$ cat src/hdl/mpvl_pkg.sv
`timescale 1ns / 1ps

package mpvl_pkg;

   localparam int FUNC_BITS     = 3;
   localparam int SLOT_BITS     = 8;
   localparam int PREFIX_BITS   = 24;
   localparam int VENDOR_BITS   = 4;
   localparam int SOURCE_BITS   = 3;
   localparam int ENTRY_BITS    = PREFIX_BITS + VENDOR_BITS;
   localparam int LA_SLOT_BITS  = 4;
   localparam int LA_BIT_POS    = 17;

   localparam int CSR_INDEX_BITS = 3;
   localparam int CSR_DATA_BITS  = 9;
   localparam int TBL_CNT_BITS   = 9;
   localparam int LA_CNT_BITS    = 5;

   localparam logic [CSR_INDEX_BITS-1:0] CSR_DYN_TABLE_COUNT    = 3'd0;
   localparam logic [CSR_INDEX_BITS-1:0] CSR_STATIC_TABLE_COUNT = 3'd1;
   localparam logic [CSR_INDEX_BITS-1:0] CSR_DYN_LA_COUNT       = 3'd2;
   localparam logic [CSR_INDEX_BITS-1:0] CSR_STATIC_LA_COUNT    = 3'd3;
   localparam logic [CSR_INDEX_BITS-1:0] CSR_LA_VENDOR_CODE     = 3'd4;

   localparam logic [VENDOR_BITS-1:0] LA_CODE_RESET = 4'd2;
   localparam logic [VENDOR_BITS-1:0] VENDOR_NONE   = 4'd0;

   localparam logic [SOURCE_BITS-1:0] SRC_NONE         = 3'd0;
   localparam logic [SOURCE_BITS-1:0] SRC_DYN_LA       = 3'd1;
   localparam logic [SOURCE_BITS-1:0] SRC_STATIC_LA    = 3'd2;
   localparam logic [SOURCE_BITS-1:0] SRC_DYN_TABLE    = 3'd3;
   localparam logic [SOURCE_BITS-1:0] SRC_STATIC_TABLE = 3'd4;

   typedef enum logic [FUNC_BITS-1:0] {
      FUNC_LOOKUP       = 3'd0,
      FUNC_WR_DYN       = 3'd1,
      FUNC_WR_STATIC    = 3'd2,
      FUNC_WR_DYN_LA    = 3'd3,
      FUNC_WR_STATIC_LA = 3'd4
   } func_type;

   typedef enum logic [2:0] {
      ST_IDLE,
      ST_DISPATCH,
      ST_INIT,
      ST_CHK,
      ST_READ,
      ST_CMP,
      ST_RESP
   } state_type;

   typedef struct packed {
      logic capture;
      logic clear;
      logic init;
      logic rd;
      logic step;
      logic la_mode;
      logic second;
   } ctl_cmd_type;

   typedef struct packed {
      logic lookup;
      logic la_bit;
      logic more;
      logic more_next;
      logic hit;
      logic stop;
   } ctl_status_type;

endpackage

$ cat src/hdl/mpvl_ctrl.sv
`timescale 1ns / 1ps

module mpvl_ctrl (
   input  logic                     clock,
   input  logic                     reset,
   input  logic                     start,
   input  mpvl_pkg::ctl_status_type status,
   output mpvl_pkg::ctl_cmd_type    cmd,
   output logic                     busy,
   output logic                     rsp_valid
);
   import mpvl_pkg::*;

   state_type state_ff, state_in;
   logic      la_mode_ff, la_mode_in;
   logic      second_ff, second_in;

   always_ff @(posedge clock) begin
      if (reset) begin
         state_ff   <= ST_IDLE;
         la_mode_ff <= 1'b0;
         second_ff  <= 1'b0;
      end else begin
         state_ff   <= state_in;
         la_mode_ff <= la_mode_in;
         second_ff  <= second_in;
      end
   end

   // next state
   always_comb begin
      state_in   = state_ff;
      la_mode_in = la_mode_ff;
      second_in  = second_ff;
      case (state_ff)
         ST_IDLE: begin
            if (start) state_in = ST_DISPATCH;
         end
         ST_DISPATCH: begin
            if (status.lookup) begin
               state_in   = ST_INIT;
               la_mode_in = status.la_bit;
               second_in  = 1'b0;
            end else begin
               state_in = ST_RESP;
            end
         end
         ST_INIT: begin
            state_in = ST_CHK;
         end
         ST_CHK: begin
            if (status.more) begin
               state_in = ST_READ;
            end else if (second_ff) begin
               state_in = ST_RESP;
            end else begin
               state_in  = ST_INIT;
               second_in = 1'b1;
            end
         end
         ST_READ: begin
            state_in = ST_CMP;
         end
         ST_CMP: begin
            if (status.hit) begin
               state_in = ST_RESP;
            end else if (!status.stop && status.more_next) begin
               state_in = ST_READ;
            end else if (second_ff) begin
               state_in = ST_RESP;
            end else begin
               state_in  = ST_INIT;
               second_in = 1'b1;
            end
         end
         ST_RESP: begin
            state_in = start ? ST_DISPATCH : ST_IDLE;
         end
         default: begin
            state_in = ST_IDLE;
         end
      endcase
   end

   // outputs
   always_comb begin
      busy        = 1'b1;
      rsp_valid   = 1'b0;
      cmd.clear   = 1'b0;
      cmd.init    = 1'b0;
      cmd.rd      = 1'b0;
      cmd.step    = 1'b0;
      cmd.la_mode = la_mode_ff;
      cmd.second  = second_ff;
      case (state_ff)
         ST_IDLE: begin
            busy = 1'b0;
         end
         ST_DISPATCH: begin
            cmd.clear = 1'b1;
         end
         ST_INIT: begin
            cmd.init = 1'b1;
         end
         ST_READ: begin
            cmd.rd = 1'b1;
         end
         ST_CMP: begin
            cmd.step = 1'b1;
         end
         ST_RESP: begin
            busy      = 1'b0;
            rsp_valid = 1'b1;
         end
         default: begin
            busy = 1'b1;
         end
      endcase
      cmd.capture = start && !busy;
   end

   ap_dispatch_after_start: assert property (@(posedge clock) disable iff (reset)
      state_ff == ST_DISPATCH |-> $past(start))
      else $error("dispatch without a start");

   ap_read_then_cmp: assert property (@(posedge clock) disable iff (reset)
      state_ff == ST_READ |=> state_ff == ST_CMP)
      else $error("read not followed by compare");

   ap_single_strobe: assert property (@(posedge clock) disable iff (reset)
      rsp_valid |=> !rsp_valid)
      else $error("result strobe longer than one cycle");

endmodule

$ cat config.mk
export PLATFORM = sky130hd
export DESIGN_NAME = mpvl_ctrl
export DESIGN_NICKNAME = d
export VERILOG_FILES = /design/src/hdl/mpvl_pkg.sv /design/src/hdl/mpvl_ctrl.sv
export SDC_FILE = /design/constraint.sdc
export NUM_CORES = 1
export LEC_CHECK = 0
export BUFFER_PORTS_ARGS = -buffer_cell sky130_fd_sc_hd__buf_2
export CAP_MARGIN = 20
export CORE_AREA = 2 2 39 41
export DETAILED_ROUTE_END_ITERATION = 12
export DIE_AREA = 0 0 41 43
export HOLD_SLACK_MARGIN = 0.02
export SKIP_CTS_REPAIR_TIMING = 1
export SLEW_MARGIN = 20
export SYNTH_ARGS = -nofsm -noshare
export SYNTH_HDL_FRONTEND = slang
export SYNTH_SLANG_ARGS = --single-unit
export TNS_END_PERCENT = 20
$ cat constraint.sdc
create_clock -name clock -period 1.39 [get_ports clock]
set_input_delay 0.2085 -clock clock [delete_from_list [all_inputs] [get_ports clock]]
set_output_delay 0.2085 -clock clock [all_outputs]
set_load 0.05 [all_outputs]
# == After elaboration in Yosys (flattened, before gate mapping) ==
# Cells that the tools add are included.
# totals
reg_bits,5
inputBits,9
out_inout_bits,9
word_cells,41
# op_classes
n_eq_ne,11
mux,19
n_reduce_logical,8
# op_table
op,count
$pmux W3 S7,1
$mux W3,6
$mux W1,11
$ne A2 B2 Y1 const B,5
$eq A3 B3 Y1 const B,3
$eq A3 B2 Y1 const B,2
$reduce_and A5 Y1,1
$eq A3 B1 Y1 const B,1
$logic_not A3 Y1,1
$pmux W1 S3,1
$reduce_bool A3 Y1,1
$logic_and A1 B1 Y1,2
$reduce_and A2 Y1,1
$reduce_or A2 Y1,1
$logic_not A1 Y1,1

# == Logic depth before layout (Yosys ltp) ==
# Gate-level depths: netlist of run 1.
# logic_depth
word_depth,5
ltp_mapped,5
ltp_nobuf,4

# == Worst setup path after synthesis of run 1 ==
# Ideal clock, no wire load.
# synth_timing
path_kind,flip-flop to output port
start,register state_ff[1]
end,output cmd[6] (netlist bit)
t_arrival_ns,1.802
t_required_ns,1.182
slack_ns,-0.620
stages_incl_launch_ff,5
n_path_buf,1
cell_sequence,dfxtp_1 -> buf_2 -> xor2_1 -> nand2b_1 -> nor2_1
# synth_rtl
element,line,rtl
from (decl),mpvl_ctrl.sv:14,"state_type state_ff, state_in;"
from (signal assigned),mpvl_ctrl.sv:24,state_ff <= state_in;
to (decl),mpvl_ctrl.sv:8,"output mpvl_pkg::ctl_cmd_type cmd,"

==> results of run 1 <==
final cells by class:
class | instances | area share, %
tap | 16 | 3.200
multi-input combinational | 36 | 44.80
sequential | 5 | 17.40
clock buffer | 4 | 4.200
timing repair buffer | 21 | 28.60
inverter | 3 | 1.800
sequential cells by signal, indices dropped and copies added (netlist names):
name,count
la_mode_ff,1
state_ff,3
second_ff,1
per-layer routing:
layer | up-vias | wire length (um)
met4 | 0 | 22
met3 | 2 | 38
met2 | 11 | 479
li1 | 206 | -
met1 | 181 | 366
met5 | - | 0
worst max path at each step:
stage               slack, ns         to        start
floorplan               -0.07  rsp_valid  state_ff[1]
global placement         0.09       busy  state_ff[1]
detailed placement       0.09  second_ff  state_ff[1]
CTS                     -0.17       busy  state_ff[1]
global route            -0.03     cmd[6]  state_ff[2]
finish                   0.02     cmd[6]  state_ff[2]
power breakdown:
group	switching [W]	leakage (nW)	total (W)	internal [W]
Combinational	0.000145	0.221	0.000254	0.000109
Sequential	0.0000175	0.0427	0.000173	0.000155
Clock	0.0000567	0.0150	0.000165	0.000108
worst max-delay path: stages (launching register included):
cell,delay [ns]
sky130_fd_sc_hd__dfxtp_4,0.35
sky130_fd_sc_hd__xor2_2,0.18
sky130_fd_sc_hd__nand2b_4,0.15
sky130_fd_sc_hd__nor2_4,0.09
sky130_fd_sc_hd__buf_8,0.15
kinds of logic (layout without fill, tap and decap cells):
kind of cell	after synthesis	in the layout
AO/OA/AOI/OAI	11	11
XOR/XNOR	1	1
buffers and inverters	8	28
AND/OR/NAND/NOR	24	24
flip-flops	5	5
through the flow:
step | power [W] | worst slack [ns] | hold slack, ns | util, % | area, sq um
floorplan | 0.0003418 | -0.07494 | 0.2776 | - | 405.4
global placement | 0.0003918 | 0.09134 | 0.4367 | 37.34 | 516.7
detailed placement | 0.0003929 | 0.08705 | 0.4317 | 37.34 | 516.7
CTS | 0.0005676 | -0.1692 | 0.1664 | 39.24 | 543.0
global route | 0.0006336 | -0.02694 | 0.1847 | 45.21 | 625.6
finish | 0.0005921 | 0.02466 | 0.1879 | 45.21 | 625.6
layout by cell type, fill, tap and decap left out, drive strengths merged:
master	Yosys	final
a22o	1	1
and2	2	2
a31oi	2	2
a21oi	3	3
dfxtp	5	5
a21o	1	1
o211ai	1	1
inv	3	3
nand2b	2	2
nor3	2	2
nor3b	2	2
and2b	1	1
xor2	1	1
nand2	3	3
o21ai	2	2
o41ai	1	1
nand3	3	3
and3	1	1
clkbuf	0	4
nor2b	3	3
buf	5	21
nor2	5	5
==> metrics list, run 1 <==
- Setup violations remaining at the end of the flow were counted as 0.
- The startpoint identified for the worst hold timing path is reset.
* DR iter-0 viols: 3
- Total nets after synthesis: 58
* Vias in the first global route: roughly 370
* Cts bufs inserted: 3
- Critical Path Fanout Max: 4
- For met3 alone, demand over resource in global routing was about 4.7%.
* Die Span Y: 43 um
* Total Routed Length: around 910 um
* Ratio of cells with drive above 1 in the final layout: 57.97%
- Number of I/O pins: 18
- Number of cells produced by synthesis: between 40 and 50
- In this run the tightest slew margin relative to its limit is approximately four fifths.
- Met2 track utilization from global routing: ~18%
- Antenna violations before repair: 0
- Antenna diode count: 0
- Placeable Area: 1384 sq um
* Warnings, synthesis: 0
* Run status: completed
- Ranked by instance count, the synthesized netlist is headed by 5 x sky130_fd_sc_hd__dfxtp_1, 5 x sky130_fd_sc_hd__nor2_1, 3 x sky130_fd_sc_hd__inv_1, 3 x sky130_fd_sc_hd__nand2_1, 3 x sky130_fd_sc_hd__nand3_1.
- Largest family of logic cells by synthesized area: simple AND/OR/NAND/NOR gates
- Final layout net count: 79
* Met1 Track Usage GR: approximately 13%
* Multiplexer share of the synthesized area: 0%
- Peak Freq: 0.7324 GHz
- Worst hold path cell count: 2
* Data arrival at the endpoint of the critical path: 1.16 ns
- Share of synthesized cell area in and, or, nand and nor gates: 38.31%
* Asr flop ratio synth: 0%
- The routed layout has 400 vias.
* R2r setup slk: approximately 0.10 ns
- Pin count of the biggest net entering global routing: 9
- Synthesized-area fraction occupied by ao, oa, aoi and oai cells: 21.10%
* End point of the worst hold path: la_mode_ff
* Average via count per standard cell: about 4.7
- Final Skew: 0.002470 ns
- The cell sitting at the root of the clock tree is a sky130_fd_sc_hd__clkbuf_4.
- Area fraction of the dominant cell type after synthesis: 25.97%
- X dimension of the die: 41 um
* Yosys top cell by area: sky130_fd_sc_hd__dfxtp_1
- In this run the mean area of a mapped cell was 7.865 sq um.
* Type of element launching the critical path: register
- After routing, the total negative slack on setup checks comes to 0 ns.
- After clock tree synthesis, the clock-pin slew on the worst setup and hold paths is 0.04 ns.
- Slew Viols, Final: 0
* Critical setup path kind: reg2out
- Congestion Overflow GR: 0
* Area share of fa/ha/maj cells after synthesis: 0%
* Clk buf depth: 2
* Flip-flop and latch area: 108.9 sq um
- Detailed-router iteration count before antenna repair: 4
* Total leakage power: 0.2789 nW
* Grt peak-use layer: met2
- The synthesized design contains 5 register bits.
- Number of port buffers: 17
* Unrepaired setup endpoints after global routing: yes
- DRT antenna net count: 0
- Min Clock Period, post-route: 1.365 ns
* Count of endpoints failing hold in the final timing report: 0
- For this run, the number of standard cells in the final layout without fillers is 85.
- The first global-routing pass estimated 1.407 mm of wire.
- Cell area after synthesis: 385.4 sq um
- In the post-synthesis netlist, the biggest area contributors are sky130_fd_sc_hd__dfxtp_1 26%, sky130_fd_sc_hd__nor2_1 4.9%, sky130_fd_sc_hd__o41ai_2 4.2%.
* Share of the yosys chip area belonging to registers: between 20% and 30%
* Prevailing post-synth register cell: sky130_fd_sc_hd__dfxtp_1
- Worst reg2reg path endpoint: second_ff
- The worst path uses a little over nine tenths of the clock period.
- Global routing consumed, over all layers together, 13.27% of the routing resources.
- Fill cell instance count of the final layout: 143
- TritonCTS built the clock tree.
* Xor and xnor area share after synthesis: 2.273%
- Worst r2r path cells: 5
- Sinks on Clock Net: 5
- For the worst setup path, the data required time is about 1.2 ns.
- In this run, placement finished with an instance count of 81.
- In this run the worst hold path is classified as in2reg.
* Kind of end point of the critical path: primary output
- Post-synth EDFFs: 0
- The synthesized netlist contains 28 unique library cells.
* Std-Cell Rows: 14
- Number of design rule violations left after detail routing: 0
* CTS H-tree lvls: 1
- Area enclosed by the die boundary: 1763 sq um
- Critical register-to-register path startpoint: state_ff[1]
- Least-Margin Pin Slew: 0.3085 ns
- Growth of design area from synthesis to finish: 62.34%
* Total of max-cap violations: 0
- Areal power density over the cells: around 950 nW/um^2
- Multi-input gate area in the final layout: 280.3 sq um
- Worst voltage drop across the vdd grid: 0.0004264 V
- In the final routed layout, each cell accounts on average for 10.67 um.
- The initial utilization of the core area, before any placement, comes to about 28%.
* Final weighted congestion of routability-driven global placement: roughly 0.76
* Insertion delay to the later sink of the worst-skew pair: ~0.24 ns
Power figures use the tool's default switching activity.
==> inputs of run 2 (changes only) <==
==> constraint.sdc (replaced) <==
create_clock -name clock -period 1.2 [get_ports clock]
set_input_delay 0.18 -clock clock [delete_from_list [all_inputs] [get_ports clock]]
set_output_delay 0.18 -clock clock [all_outputs]
set_load 0.05 [all_outputs]
==> run 2 against run 1 <==
Core utilization grew 4.2 points. Flip-flop and latch count is the same. Worst hold slack lost 0.038 ns. Via count grew 7.0%. Global-route usage shrank 0.99 points. Register-to-register slack lost 0.10 ns. The run now ends with negative setup slack left. Critical path depth is the same. First-iteration DRC count grew 100%. Critical endpoint unchanged. Cell count grew 8.2%. Total power grew 23%.
==> metrics list, run 2 (same netlist as run 1, synthesis figures left out) <==
* Run status: finished with violations (was completed)
- Violations in the final reports: negative setup slack
- The via total after detailed routing is 428 (was 400).
- The routed design could run at a clock period as short as 1.349 ns.
- The worst hold-check path type is in2reg (unchanged).
- The endpoint of the worst-slack reg-to-reg timing path is second_ff (unchanged).
- The headroom to the max-slew limit was 80.31% (was 79.21%).
- The level count of the clock H-tree came to 1 (unchanged).
- Standard cell with the maximum stage delay on the critical path: sky130_fd_sc_hd__dfxtp_4 (unchanged)
- The post-route non-filler standard cell count was 92 (was 85).
- DRT antenna net count: 0 (unchanged)
- Cells along the critical path: xor2_2 -> nand2b_4 -> nor2_4 -> buf_6 (was xor2_2 -> nand2b_4 -> nor2_4 -> buf_8).
- TritonCTS clock tree: yes (unchanged)
- Least-Margin Pin Slew: 0.2922 ns (was 0.3085 ns)
- Areal power density over the cells: 1062 nW/um^2 (was 946.5 nW/um^2)
- Type of element launching the critical path: register (unchanged)
* Slew Viols, Final: 0 (unchanged)
- The startpoint-to-endpoint class of the critical path was reg2out (unchanged).
* Worst slack at placement: -0.05722 ns (was 0.08705 ns)
- The largest delay contributor family on the critical path is flip-flops (unchanged).
- The number of primary I/O pins is 18 (unchanged).
- Vias in the first global route: 369 (was 365)
- Highest-count cells in the layout ignoring fill and taps: 11 x sky130_fd_sc_hd__buf_4, 10 x sky130_fd_sc_hd__buf_2, 5 x sky130_fd_sc_hd__buf_6 (was 10 x sky130_fd_sc_hd__buf_2, 4 x sky130_fd_sc_hd__buf_4).
- The count of final hold-check violations is 0 (unchanged).
- The number of core rows came to 14 (unchanged).
- The startpoint of the lowest-slack register-to-register path is state_ff[1] (unchanged).
- Average via count per standard cell: 4.652 (was 4.706)
- The clock skew after layout came to 0.005553 ns (was 0.002470 ns).
- The maximum clock path buffer count is 2 (unchanged).
- Overall Global Routing Usage: 12.27% (was 13.27%)
- End point of the worst hold path: state_ff[0] (was la_mode_ff)
- Total of max-cap violations: 0 (unchanged)
* Final layout net count: 86 (was 79)
* Half-perimeter wire length after placement: 710.9 um
- The clock edge transition at the registers on the reported setup and hold paths was 0.05 ns (was 0.04 ns).
- Largest registers: state_ff (3), la_mode_ff (1), second_ff (1) (unchanged)
- The routing layer with the top usage in global route was met2 (unchanged).
* Area enclosed by the die boundary: 1763 sq um (unchanged)
* # setup viols final: 7 (was 0)
- X dimension of the die: 41 um (unchanged)
- The share of the core filled with cells in the final layout is 49.46% (was 45.21%).
- The clock root buffer master is sky130_fd_sc_hd__clkbuf_4 (unchanged).
- Number of flip-flops under the largest register name: 3 (unchanged)
- The worst-case setup margin in the final layout was -0.1488 ns (was 0.02466 ns).
- Worst voltage drop across the vdd grid: 0.0005718 V (was 0.0004264 V)
- Number of buffers and inverters on the critical path: 1 (unchanged)
- The total clock buffers created by CTS is 3 (unchanged).
- R2r setup slk: 0 ns (was 0.10 ns)
* Most common cell after layout, fill and taps aside: sky130_fd_sc_hd__buf_4 (was sky130_fd_sc_hd__buf_2)
- Routed length per instance: 10.65 um (was 10.67 um)
- The worst hold-check slack was 0.1495 ns (was 0.1879 ns).
- Critical Path Fanout Max: 4 (unchanged)
* Data arrival at the endpoint of the critical path: 1.17 ns (was 1.16 ns)
- The delay of the slowest cell on the worst path was 0.36 ns (was 0.35 ns).
- The core area was 1384 sq um (unchanged).
- Static timing analysis puts the maximum clock frequency at 0.7414 GHz.
- Growth of design area from synthesis to finish: 77.60% (was 62.34%)
- First-pass GRT wire length: 1.442 mm (was 1.407 mm)
- The worst hold path stage count is 2 (unchanged).
- Detailed-router iteration count before antenna repair: 4 (unchanged)
- Number of design rule violations left after detail routing: 0 (unchanged)
- The pin count of the biggest net entering global routing is 10 (was 9).
* Unrepaired setup endpoints after global routing: yes (unchanged)
- The die height is 43 um (unchanged).
* Critical Path RT: 1.02 ns (was 1.18 ns)
- Largest reg by FF count: state_ff (unchanged)
* Total Routed Length: 980 um (was 907 um)
- Number of placed instances with taps included: 87 (was 81)
- Final period utilization: 112.4%
- Worst r2r path cells: 5 (unchanged)
- The filler cell count was 148 (was 143).
* Number of port buffers: 17 (unchanged)
* Met2 track utilization from global routing: 16.25% (was 18.44%)
* DR iter-0 viols: 6 (was 3)
- The leakage power of the design came to 0.3179 nW (was 0.2789 nW).
- Insertion delay to the later sink of the worst-skew pair: 0.24 ns (about the same)
- The number of antenna violations at the first check in global routing was 0 (unchanged).
- Kind of end point of the critical path: primary output (unchanged)
* Antenna diode count: 0 (unchanged)
- The global placement routability congestion came to 0.7753 (was 0.7646).
- Sinks on Clock Net: 5 (unchanged)
- The met3 usage in global routing came to 6.283% (was 4.712%).
- The global-route congestion overflow total is 0 (unchanged).
* Initial Utilization: 27.85% (unchanged)
- The source of the worst hold timing path was reset (unchanged).
- The met1 track demand over resource in global routing came to 15.86% (was 12.90%).
- Ratio of cells with drive above 1 in the final layout: 64.47% (was 57.97%)
==> run 2: metrics by stage <==
step	area, sq um	power, W	TNS (ns)
floorplan	410.4	0.0003982	-0.3981
global route	684.4	0.0007678	-1.223
finish	684.4	0.0007268	-0.7948
global placement	566.8	0.0004823	-0.03764
CTS	593.1	0.0006867	-1.775
detailed placement	566.8	0.0004836	-0.07555
==> run 2: cell type report <==
class                      instances  area, sq um  area share [%]
tap                               16        20.02           2.925
timing repair buffer              28        224.0           32.72
sequential                         5        111.4           16.27
multi-input combinational         36        291.5           42.60
inverter                           3        11.26           1.645
clock buffer                       4        26.28           3.839
==> run 2: worst max path at each step <==
stage | start | endpoint | depth (start not counted)
2_1_floorplan | state_ff[1] | cmd[4] | 2
3_3_place_gp | state_ff[0] | second_ff | 4
3_5_place_dp | state_ff[0] | second_ff | 4
4_1_cts | state_ff[2] | busy | 3
5_1_grt | state_ff[1] | cmd[6] | 4
6_report | state_ff[1] | cmd[6] | 4
==> run 2: metal layers <==
metal  vias to the layer above  share of wire (%)
li1                        217                  -
met5                         -                  0
met1                       199                 43
met2                        10                 50
met3                         2                6.3
met4                         0                1.1
==> run 2: where the power goes <==
part	internal [W]	switching (W)	total, W	leakage (nW)
clock	0.000126	0.0000742	0.000200	0.0150
sequential	0.000179	0.0000216	0.000201	0.0431
combinational	0.000148	0.000178	0.000326	0.260
total	0.000454	0.000273	0.000727	0.318
